**src/hdl/ohpu_pkg.sv**
```systemverilog
// Package for the odometry heading/position update block.
// Angle constants, CORDIC arctangent table and shared command/status types.
// No dependencies.
`default_nettype none
package ohpu_pkg;

   localparam int COUNT_BITS_DEF   = 32;
   localparam int CORDIC_STEPS_DEF = 16;
   localparam int CORDIC_MAX_STEPS = 24;

   localparam logic signed [17:0] ANG_PI      = 18'sd25736;
   localparam logic signed [17:0] ANG_2PI     = 18'sd51472;
   localparam logic signed [17:0] ANG_HALF_PI = 18'sd12868;
   localparam logic signed [17:0] ANG_3HALF   = 18'sd38604;

   localparam logic signed [33:0] CORDIC_GAIN_Q30 = 34'sd652032874;

   localparam logic [15:0] DPC_RESET = 16'd1344;

   localparam logic CSR_DPC   = 1'b0;
   localparam logic CSR_START = 1'b1;

   function automatic logic signed [33:0] atan_q30(input logic [4:0] i);
      logic signed [33:0] r;
      case (i)
         5'd0:  r = 34'sd843314857;
         5'd1:  r = 34'sd497837829;
         5'd2:  r = 34'sd263043837;
         5'd3:  r = 34'sd133525159;
         5'd4:  r = 34'sd67021687;
         5'd5:  r = 34'sd33543516;
         5'd6:  r = 34'sd16775851;
         5'd7:  r = 34'sd8388437;
         5'd8:  r = 34'sd4194283;
         5'd9:  r = 34'sd2097149;
         5'd10: r = 34'sd1048576;
         5'd11: r = 34'sd524288;
         5'd12: r = 34'sd262144;
         5'd13: r = 34'sd131072;
         5'd14: r = 34'sd65536;
         5'd15: r = 34'sd32768;
         5'd16: r = 34'sd16384;
         5'd17: r = 34'sd8192;
         5'd18: r = 34'sd4096;
         5'd19: r = 34'sd2048;
         5'd20: r = 34'sd1024;
         5'd21: r = 34'sd512;
         5'd22: r = 34'sd256;
         5'd23: r = 34'sd128;
         default: r = '0;
      endcase
      return r;
   endfunction

   // Controller to datapath
   typedef struct packed {
      logic load;       // capture input beat, deltas, new heading
      logic prep;       // mean angle, fold, multiply distance
      logic cordic_init;
      logic cordic_step;
      logic round;      // round cos/sin
      logic mul;        // distance times cos/sin
      logic commit;     // accumulate, saturate, update stores
   } ohpu_cmd_type;

   typedef struct packed {
      logic cordic_last;
   } ohpu_sts_type;

endpackage
`default_nettype wire

```
**src/hdl/ohpu_ctrl.sv**
```systemverilog
// Sequencer of the odometry update: one beat at a time through the datapath.
// Depends on ohpu_pkg.
`default_nettype none
module ohpu_ctrl (
   input  wire logic                   clock,
   input  wire logic                   reset,
   input  wire logic                   req_valid,
   output      logic                   req_ready,
   output      logic                   rsp_valid,
   input  wire logic                   rsp_ready,
   output      ohpu_pkg::ohpu_cmd_type cmd,
   input  wire ohpu_pkg::ohpu_sts_type sts
);
   import ohpu_pkg::*;

   localparam logic [2:0] ST_IDLE  = 3'd0;
   localparam logic [2:0] ST_PREP  = 3'd1;
   localparam logic [2:0] ST_ITER  = 3'd2;
   localparam logic [2:0] ST_ROUND = 3'd3;
   localparam logic [2:0] ST_MUL   = 3'd4;
   localparam logic [2:0] ST_SUM   = 3'd5;

   logic [2:0] state_ff, state_in;
   logic       rsp_valid_ff, rsp_valid_in;

   // Result register frees when the waiting beat is taken
   always_comb begin
      state_in = state_ff;
      rsp_valid_in = rsp_valid_ff && !rsp_ready;
      cmd = '0;
      req_ready = 1'b0;
      unique case (state_ff)
         ST_IDLE: begin
            req_ready = !rsp_valid_ff || rsp_ready;
            if (req_valid && req_ready) begin
               cmd.load = 1'b1;
               state_in = ST_PREP;
            end
         end
         ST_PREP: begin
            cmd.prep = 1'b1;
            cmd.cordic_init = 1'b1;
            state_in = ST_ITER;
         end
         ST_ITER: begin
            cmd.cordic_step = 1'b1;
            if (sts.cordic_last) state_in = ST_ROUND;
         end
         ST_ROUND: begin
            cmd.round = 1'b1;
            state_in = ST_MUL;
         end
         ST_MUL: begin
            cmd.mul = 1'b1;
            state_in = ST_SUM;
         end
         ST_SUM: begin
            cmd.commit = 1'b1;
            rsp_valid_in = 1'b1;
            state_in = ST_IDLE;
         end
         default: state_in = ST_IDLE;
      endcase
   end

   always_ff @(posedge clock) begin
      if (reset) begin
         state_ff <= ST_IDLE;
         rsp_valid_ff <= 1'b0;
      end else begin
         state_ff <= state_in;
         rsp_valid_ff <= rsp_valid_in;
      end
   end

   assign rsp_valid = rsp_valid_ff;

endmodule
`default_nettype wire

```
**config.mk**
```make
export PLATFORM = sky130hd
export DESIGN_NAME = ohpu_ctrl
export DESIGN_NICKNAME = d
export VERILOG_FILES = /design/src/hdl/ohpu_pkg.sv /design/src/hdl/ohpu_ctrl.sv
export SDC_FILE = /design/constraint.sdc
export NUM_CORES = 1
export LEC_CHECK = 0
export ABC_AREA = 1
export BUFFER_PORTS_ARGS = -buffer_cell sky130_fd_sc_hd__buf_2
export CORE_AREA = 2 2 39 41
export CTS_CLUSTER_SIZE = 30
export DETAILED_ROUTE_END_ITERATION = 7
export DIE_AREA = 0 0 41 43
export HOLD_SLACK_MARGIN = 0.03
export PLACE_DENSITY = 0.46
export SYNTH_ARGS = -nofsm -noshare
export SYNTH_HDL_FRONTEND = slang
export SYNTH_SLANG_ARGS = --single-unit
```
**constraint.sdc**
```tcl
create_clock -name clock -period 0.8 [get_ports clock]
set_input_delay 0.04 -clock clock [delete_from_list [all_inputs] [get_ports clock]]
set_output_delay 0.04 -clock clock [all_outputs]
set_load 0.05 [all_outputs]
```
==> results of run 1 <==
==> routing by layer <==
layer / part of all wire / global-route usage / up-vias
met1: 0.38 / 0.125 / 136
met5: 0 / 0 / -
met3: 0.065 / 0.0157 / 0
li1: - / - / 165
met2: 0.56 / 0.153 / 13
met4: 0 / 0.120 / 0
==> critical path, delay by kind of cell, from the launching register on <==
kind                   cells  cell delay (ps)
flip-flops                 1              360
buffers and inverters      3              350
AND/OR/NAND/NOR            1              210
==> per-stage QoR <==
| step | setup slack (ps) | util |
|---|---|---|
| global route | -442 | 0.457 |
| floorplan | -418 | - |
| CTS | -416 | 0.420 |
| detailed placement | -236 | 0.335 |
| finish | -409 | 0.457 |
| global placement | -243 | 0.335 |
==> worst paths after layout <==
path | end | cells past startpoint
max | cmd[2] | 4
min | state_ff[0]$_SDFFE_PP0P_ | 5
max reg2reg | state_ff[2]$_SDFFE_PP0P_ | 6
min reg2reg | rsp_valid$_SDFF_PP0_ | 3
==> power by group through the flow <==
stage / Clock (W) / Sequential (W) / Combinational [W]
2_1_floorplan: 0 / 0.000260 / 0.000394
3_3_place_gp: 0 / 0.000250 / 0.000563
3_5_place_dp: 0 / 0.000251 / 0.000562
4_1_cts: 0.000281 / 0.000249 / 0.000684
5_1_grt: 0.000285 / 0.000255 / 0.000774
6_report: 0.000261 / 0.000254 / 0.000726
==> sequential cells by signal, summed over array words and instances, names as in the netlist <==
signal and cells:
state_ff 3, rsp_valid 1
==> repair_timing <==
action / CTS / global route
buffers inserted: 3 / 1
gates resized for setup: 22 / 14
setup endpoints to repair: 13 / 13
hold buffers: 1 / 0
endpoints found under the hold margin: 2 / 0
pin swaps: 7 / 6
==> cell usage after synthesis <==
library cell and n:
a21oi_1 2, buf_4 1, dfxtp_1 4, inv_1 3, inv_2 5, nand2_1 3
nand2_2 1, nand3_1 3, nor2_1 4, nor2_2 3, nor3_2 3, o21a_1 1
o21ai_0 1
==> area by class of cell <==
class	instances	area share
inverter	8	0.0693
tap	16	0.0317
multi-input combinational	21	0.333
sequential	4	0.150
timing repair buffer	26	0.380
clock buffer	3	0.0356
==> logic make-up after synthesis <==
kind of cell,count (synthesis)
and+or+nand+nor,17
DFF,4
AOI/OAI and AO/OA,4
buffers and inverters,9
==> cells in the final DEF, fill, tap and decap left out, drive strengths merged <==
cell	netlist	final
nor3	3	3
clkbuf	0	3
a21oi	2	2
nand3	3	3
nor2	7	7
nand2	4	4
clkinvlp	0	1
buf	1	25
inv	8	7
dfxtp	4	4
dlygate4sd3	0	1
o21a	1	1
o21ai	1	1
==> flow_summary.yaml, run 1 <==
flow_run:
  max_cap_viol_count: 0
finish:
  final_cells: 78
  drive_gt1_frac: 0.887
  multi_input_area_um2: 210
  fin_nets: 69
  n_antenna_cell: 0
  fillCellCount: 141
  ff_latch_area_um2: 95.1
  fin_area_um2: 632
  area_growth_pct: 167
clock_network:
  tritoncts: "built"
  cts_buffer_depth: 2
  cts.sinks: 4
  clock_latency_ps: 240
  cts_root_buf: "clkbuf_4"
  clkSlewWorstSetupHoldPaths_ps: 40
  h-tree-depth: 1
  cts_buffers: 3
worst_setup_path:
  path_class: "reg -> out"
  slowest_stage: "dfxtp_4"
  slowest_delay_ps: 360
  cp.required_ps: 760
  cpMostUsedCell: "buf_6"
  reg2reg_slack_ps: -260
  arrival_ps: 1170
  r2r_start: "state_ff[0]$_SDFFE_PP0P_"
  worstSetupStartpointType: "flip-flop"
  endpoint_kind: "output pin"
  cp_max_fo: 3
  crit_start: "state_ff[0]$_SDFFE_PP0P_"
  cp_cell_sequence: "inv_6 > buf_6 > nor3_4 > buf_6"
yosys:
  syn_inst: 34
  synth_compound_area_frac: 0.0952
  synth_top_family_by_area: "simple AND/OR/NAND/NOR gates"
  ys_seq_elements: 4
  netlist_area_um2: 236
  syn_area_per_cell_um2: 6.96
  synth.net_count: 39
  yosys.area.top_type: "dfxtp_1"
  ys_top_cells_by_area: "dfxtp_1 (34%), nor3_2 (13%), inv_2 (7.9%)"
  synthSimpleGateAreaFrac: 0.407
  synth.distinct_cells: 13
  ys_warn_count: 0
  synthAdderAreaFrac: 0
  synth_top_cell_area_share: 0.339
  muxShareOfSynthArea: 0
  synth-xor-area-share: 0
  synth_seq_area_share: 0.339
pwr:
  ir_drop_mv: 0.677
  cell_internal_pwr_w: 0.000702
  p_total_w: 0.00124
  clkPwrFrac: 0.211
  p_switching_w: 0.000540
  seqPwrFrac: 0.204
  p_per_area_nw_per_um2: 1960
  power_frac_comb: 0.585
  power_leakage_nw: 0.270
  switching_share: 0.435
die:
  dieArea_um2: 1760
  pin_count: 14
  rows: 14
  fp.dieW_um: 41
  die_h_um: 43
  initial_core_util: 0.171
  core_area_um2: 1380
detailed_routing:
  drtPass1Iterations: 4
  wl_per_cell_um: 10.2
  drc: 0
  dr_total_vias: 314
  vias_per_cell: 4.03
  first_iter_violations: 4
  ant_nets: 0
  wl_um: 799
sta:
  rsz0062_at_grt: "true"
  period_minus_slack_ps: 1210
  drv_slew: 0
  whs_ps: 127
  max_slew_margin: 0.856
  hold_viol: 0
  setup_violations: 12
  tightest_slew_ps: 216
  worst_slack_ps: -409
  fmax_mhz: 827
  fin_skew_ps: 5.82
  tns_ps: -3540
  min_period_over_period: 1.51
grt:
  antenna_found_initial: 0
  grt_pass1_wl_um: 1210
  grtUsageTotal: 0.109
  overflow: 0
  grt_pass1_vias: 273
  grt_max_degree: 7
worst_hold_path:
  hold_class: "in -> reg"
  hold_start: "sts"
run_status:
  status: "complete, but fails checks"
  violations: "negative setup slack"
place:
  place_hpwl_um: 560
  port_buffers: 13
  place.gp.congestion: 0.689
  dp_cells: 72
  dpl_cell_area_um2: 463
(Power assumes the default switching activity.)
==> run 2: changes to the inputs <==
Settings changed: CORE_AREA 2 2 39 41 to 4 4 41 43, DIE_AREA 0 0 41 43 to 0 0 45 47.
==> flow_summary.yaml, run 2 (synthesized netlist as in run 1, its figures left out) <==
grt:
  grtUsageTotal: 0.0830
  overflow: 0
  grt_pass1_vias: 331
  grt_pass1_wl_um: 1250
  antenna_found_initial: 0
  grt_max_degree: 7
detailed_routing:
  drtPass1Iterations: 4
  dr_total_vias: 315
  wl_um: 714
  drc: 0
  vias_per_cell: 4.04
  first_iter_violations: 4
  ant_nets: 0
  wl_per_cell_um: 9.15
run_status:
  violations: "negative setup slack"
  status: "complete, but fails checks"
sta:
  min_period_over_period: 1.47
  fin_skew_ps: 1.23
  max_slew_margin: 0.872
  period_minus_slack_ps: 1180
  fmax_mhz: 850
  hold_viol: 0
  worst_slack_ps: -377
  drv_slew: 0
  setup_violations: 12
  tightest_slew_ps: 191
  whs_ps: 157
  rsz0062_at_grt: "true"
die:
  core_area_um2: 1300
  pin_count: 14
  rows: 13
  die_h_um: 47
  initial_core_util: 0.182
  fp.dieW_um: 45
  dieArea_um2: 2120
finish:
  largest_reg_flops: 3
  drive_gt1_frac: 0.841
  layout_common_cells: "buf_4 (9), buf_6 (7), buf_8 (5)"
  fin_nets: 70
  fillCellCount: 135
  n_antenna_cell: 0
  top_register: "state_ff"
  final_common_cell: "buf_4"
  fin_area_um2: 643
  area_growth_pct: 172
place:
  place_ws_ps: -239
  port_buffers: 13
  dpl_cell_area_um2: 482
  place.gp.congestion: 0.757
  place_hpwl_um: 567
worst_setup_path:
  worstSetupStartpointType: "flip-flop"
  cp.required_ps: 760
  endpoint_kind: "output pin"
  arrival_ps: 1140
  cp_max_fo: 2
  path_class: "reg -> out"
worst_hold_path:
  hold_class: "in -> reg"
clock_network:
  cts_buffers: 3
  cts.sinks: 4
  clkSlewWorstSetupHoldPaths_ps: 30
  h-tree-depth: 1
  clock_latency_ps: 230
  cts_buffer_depth: 2
  cts_root_buf: "clkbuf_4"
  tritoncts: "built"
pwr:
  ir_drop_mv: 0.915
  p_per_area_nw_per_um2: 1930
  power_leakage_nw: 0.282
flow_run:
  max_cap_viol_count: 0
==> run 2: changes by cell type in the layout (fill, tap and decap cells not counted), moves of 2 or more <==
cell | previous run | this run
nand3_2 | 3 | 1
buf_8 | 2 | 5
buf_6 | 10 | 7
nand3_1 | 0 | 2
==> run 2: critical path, cell delays in order (launching register included) <==
cell and delay (ps):
dfxtp_4 350, buf_4 140, nor3_4 160, buf_6 140, buf_8 130
==> run 2: path summary, 6_finish.rpt <==
kind / start / endpoint / slack (ps) / cells after the start
hold / removal: sts / state_ff[0]$_SDFFE_PP0P_ / 160 / 5
hold reg to reg: rsp_valid$_SDFF_PP0_ / rsp_valid$_SDFF_PP0_ / 620 / 3
setup reg to reg: state_ff[1]$_SDFFE_PP0P_ / state_ff[1]$_SDFFE_PP0P_ / -320 / 6
setup / recovery: state_ff[1]$_SDFFE_PP0P_ / cmd[4] / -380 / 4
==> run 2: metal layers <==
metal	part of all wire	GRT usage	up-vias
met3	0.070	0.0153	0
met1	0.35	0.0934	142
met2	0.58	0.136	9
met5	0	0	-
li1	-	-	164
met4	0	0.0702	0
==> run 2: what timing repair did <==
item | 4_1_cts | 5_1_grt
setup buffers | 2 | 1
setup endpoints to repair | 13 | 13
pin swaps | 3 | 3
hold buffers | 1 | 0
endpoints found under the hold margin | 2 | 0
gates resized for setup | 22 | 11
==> run 2: where the power goes <==
part	switching (W)	total (W)	internal, W
Sequential	0.0000320	0.000252	0.000220
Clock	0.0000717	0.000239	0.000167
Combinational	0.000407	0.000751	0.000344
Total	0.000511	0.00124	0.000732
==> run 2: per-stage QoR <==
step	power (W)	TNS, ps	cells	utilization
4_1_cts	0.00123	-3610	78	0.463
6_report	0.00124	-3450	78	0.494
3_5_place_dp	0.000837	-2020	72	0.370
3_3_place_gp	0.000836	-2010	72	0.370
2_1_floorplan	0.000655	-2080	34	-
5_1_grt	0.00132	-4120	78	0.494
==> run 2: area by class of cell <==
class,count,area (µm²),share of cell area
repair buffers,27,272,0.422
clock buffers,3,22.5,0.0350
inverters,8,43.8,0.0681
multi-input cells,21,191,0.298
flip-flops and latches,4,95.1,0.148
well taps,15,18.8,0.0292
==> run 3: changes to the inputs <==
Clock period 0.8 ns to 1 ns, I/O delays scaled along.
==> flow_summary.yaml, run 3 (synthesized netlist as in run 1, its figures left out) <==
run_status:
  status: "complete, but fails checks"
  violations: "negative setup slack"
grt:
  overflow: 0
  grt_max_degree: 7
  antenna_found_initial: 0
  grtUsageTotal: 0.0831
  grt_pass1_wl_um: 1210
  grt_pass1_vias: 349
pwr:
  p_total_w: 0.000962
  p_per_area_nw_per_um2: 1760
  power_leakage_nw: 0.255
  ir_drop_mv: 0.729
detailed_routing:
  met2WireLength_um: 366
  wl_met3_um: 59
  drc: 0
  wl_met1_um: 292
  first_iter_violations: 5
  drtPass1Iterations: 4
  wl_per_cell_um: 9.57
  wl_um: 718
  top_layer: "met3"
  vias_per_cell: 4.13
  dr_total_vias: 310
  ant_nets: 0
worst_setup_path:
  cp.required_ps: 950
  worstSetupStartpointType: "flip-flop"
  endpoint_kind: "output pin"
  crit_family: "flip-flops"
  slowest_delay_ps: 350
  path_class: "reg -> out"
  arrival_ps: 1170
  slowest_stage: "dfxtp_4"
  cp_max_fo: 3
  crit_buf_inv: 3
  cp_cell_sequence: "inv_6 > nand2_4 > nor2_4 > inv_2 > a21oi_4 > buf_6"
finish:
  drive_gt1_frac: 0.733
  fin_area_um2: 547
  area_growth_pct: 131
  fin_nets: 66
  layout_common_cells: "buf_6 (8), buf_4 (8), buf_2 (5)"
  largest_reg_flops: 3
  top_register: "state_ff"
  n_antenna_cell: 0
sta:
  drv_slew: 0
  setup_violations: 9
  whs_ps: 121
  hold_viol: 0
  worst_slack_ps: -217
  fmax_mhz: 822
  tns_ps: -1300
  fin_skew_ps: 11.0
  period_minus_slack_ps: 1220
  tightest_slew_ps: 249
  rsz0062_at_grt: "true"
  min_period_over_period: 1.22
  max_slew_margin: 0.835
die:
  rows: 13
  initial_core_util: 0.182
  dieArea_um2: 2120
  fp.dieW_um: 45
  core_area_um2: 1300
  die_h_um: 47
  pin_count: 14
flow_run:
  max_cap_viol_count: 0
clock_network:
  cts.sinks: 4
  clkSlewWorstSetupHoldPaths_ps: 50
  h-tree-depth: 1
  clock_latency_ps: 240
  cts_buffer_depth: 2
  cts_buffers: 3
  tritoncts: "built"
  cts_root_buf: "clkbuf_4"
place:
  place_hpwl_um: 553
  port_buffers: 13
  place.gp.congestion: 0.747
  dpl_cell_area_um2: 420
worst_hold_path:
  hold_class: "in -> reg"
[run 3: changes by cell type in the layout (fill, tap and decap cells not counted), sizes merged]
cell      before  now
clkbuf         3    4
buf           26   22
clkinvlp       1    0
inv            7    8
[run 3: area by class of cell]
type / count / area [µm²]
Fill cell: 138 / 754
Timing Repair Buffer: 23 / 200
Multi-Input combinational cell: 21 / 174
Sequential cell: 4 / 90.1
Inverter: 8 / 37.5
Clock buffer: 4 / 26.3
Tap cell: 15 / 18.8
[run 3: through the flow]
| step | utilization | worst slack (ps) | instances |
|---|---|---|---|
| detailed placement | 0.323 | -55.9 | 68 |
| global placement | 0.323 | -49.6 | 68 |
| CTS | 0.412 | -246 | 76 |
| global route | 0.420 | -277 | 75 |
| finish | 0.420 | -217 | 75 |
| floorplan | - | -228 | 34 |
[run 3: worst min-delay path, cell delays in order]
cell	delay (ps)
buf_2	80
inv_2	40
nand2_1	70
a21oi_1	60
[run 3: worst paths after layout]
path	startpoint	end	slack (ps)	depth (start not counted)
max	state_ff[0]$_SDFFE_PP0P_	req_ready	-220	6
min reg2reg	rsp_valid$_SDFF_PP0_	rsp_valid$_SDFF_PP0_	520	2
max reg2reg	state_ff[0]$_SDFFE_PP0P_	state_ff[2]$_SDFFE_PP0P_	-20	6
min	rsp_ready	rsp_valid$_SDFF_PP0_	120	4
[run 3: routing by layer]
layer,GRT usage,vias up
li1,-,157
met1,0.0824,142
met2,0.127,11
met3,0.0690,0
met4,0.0351,0
met5,0,-
[run 3: report_power, final]
| group | leakage [nW] | total (W) | switching [W] | internal (W) |
|---|---|---|---|---|
| Combinational | 0.205 | 0.000534 | 0.000309 | 0.000225 |
| Sequential | 0.0350 | 0.000201 | 0.0000230 | 0.000178 |
| Clock | 0.0150 | 0.000228 | 0.0000771 | 0.000150 |
| Total | 0.255 | 0.000962 | 0.000409 | 0.000553 |
[run 3: timing repair]
item | CTS | global route
endpoints found under the hold margin | 2 | 0
setup endpoints to repair | 8 | 10
pin swaps | 1 | 4
resized for setup | 18 | 5
hold buffers | 1 | 0
buffers inserted | 3 | 1
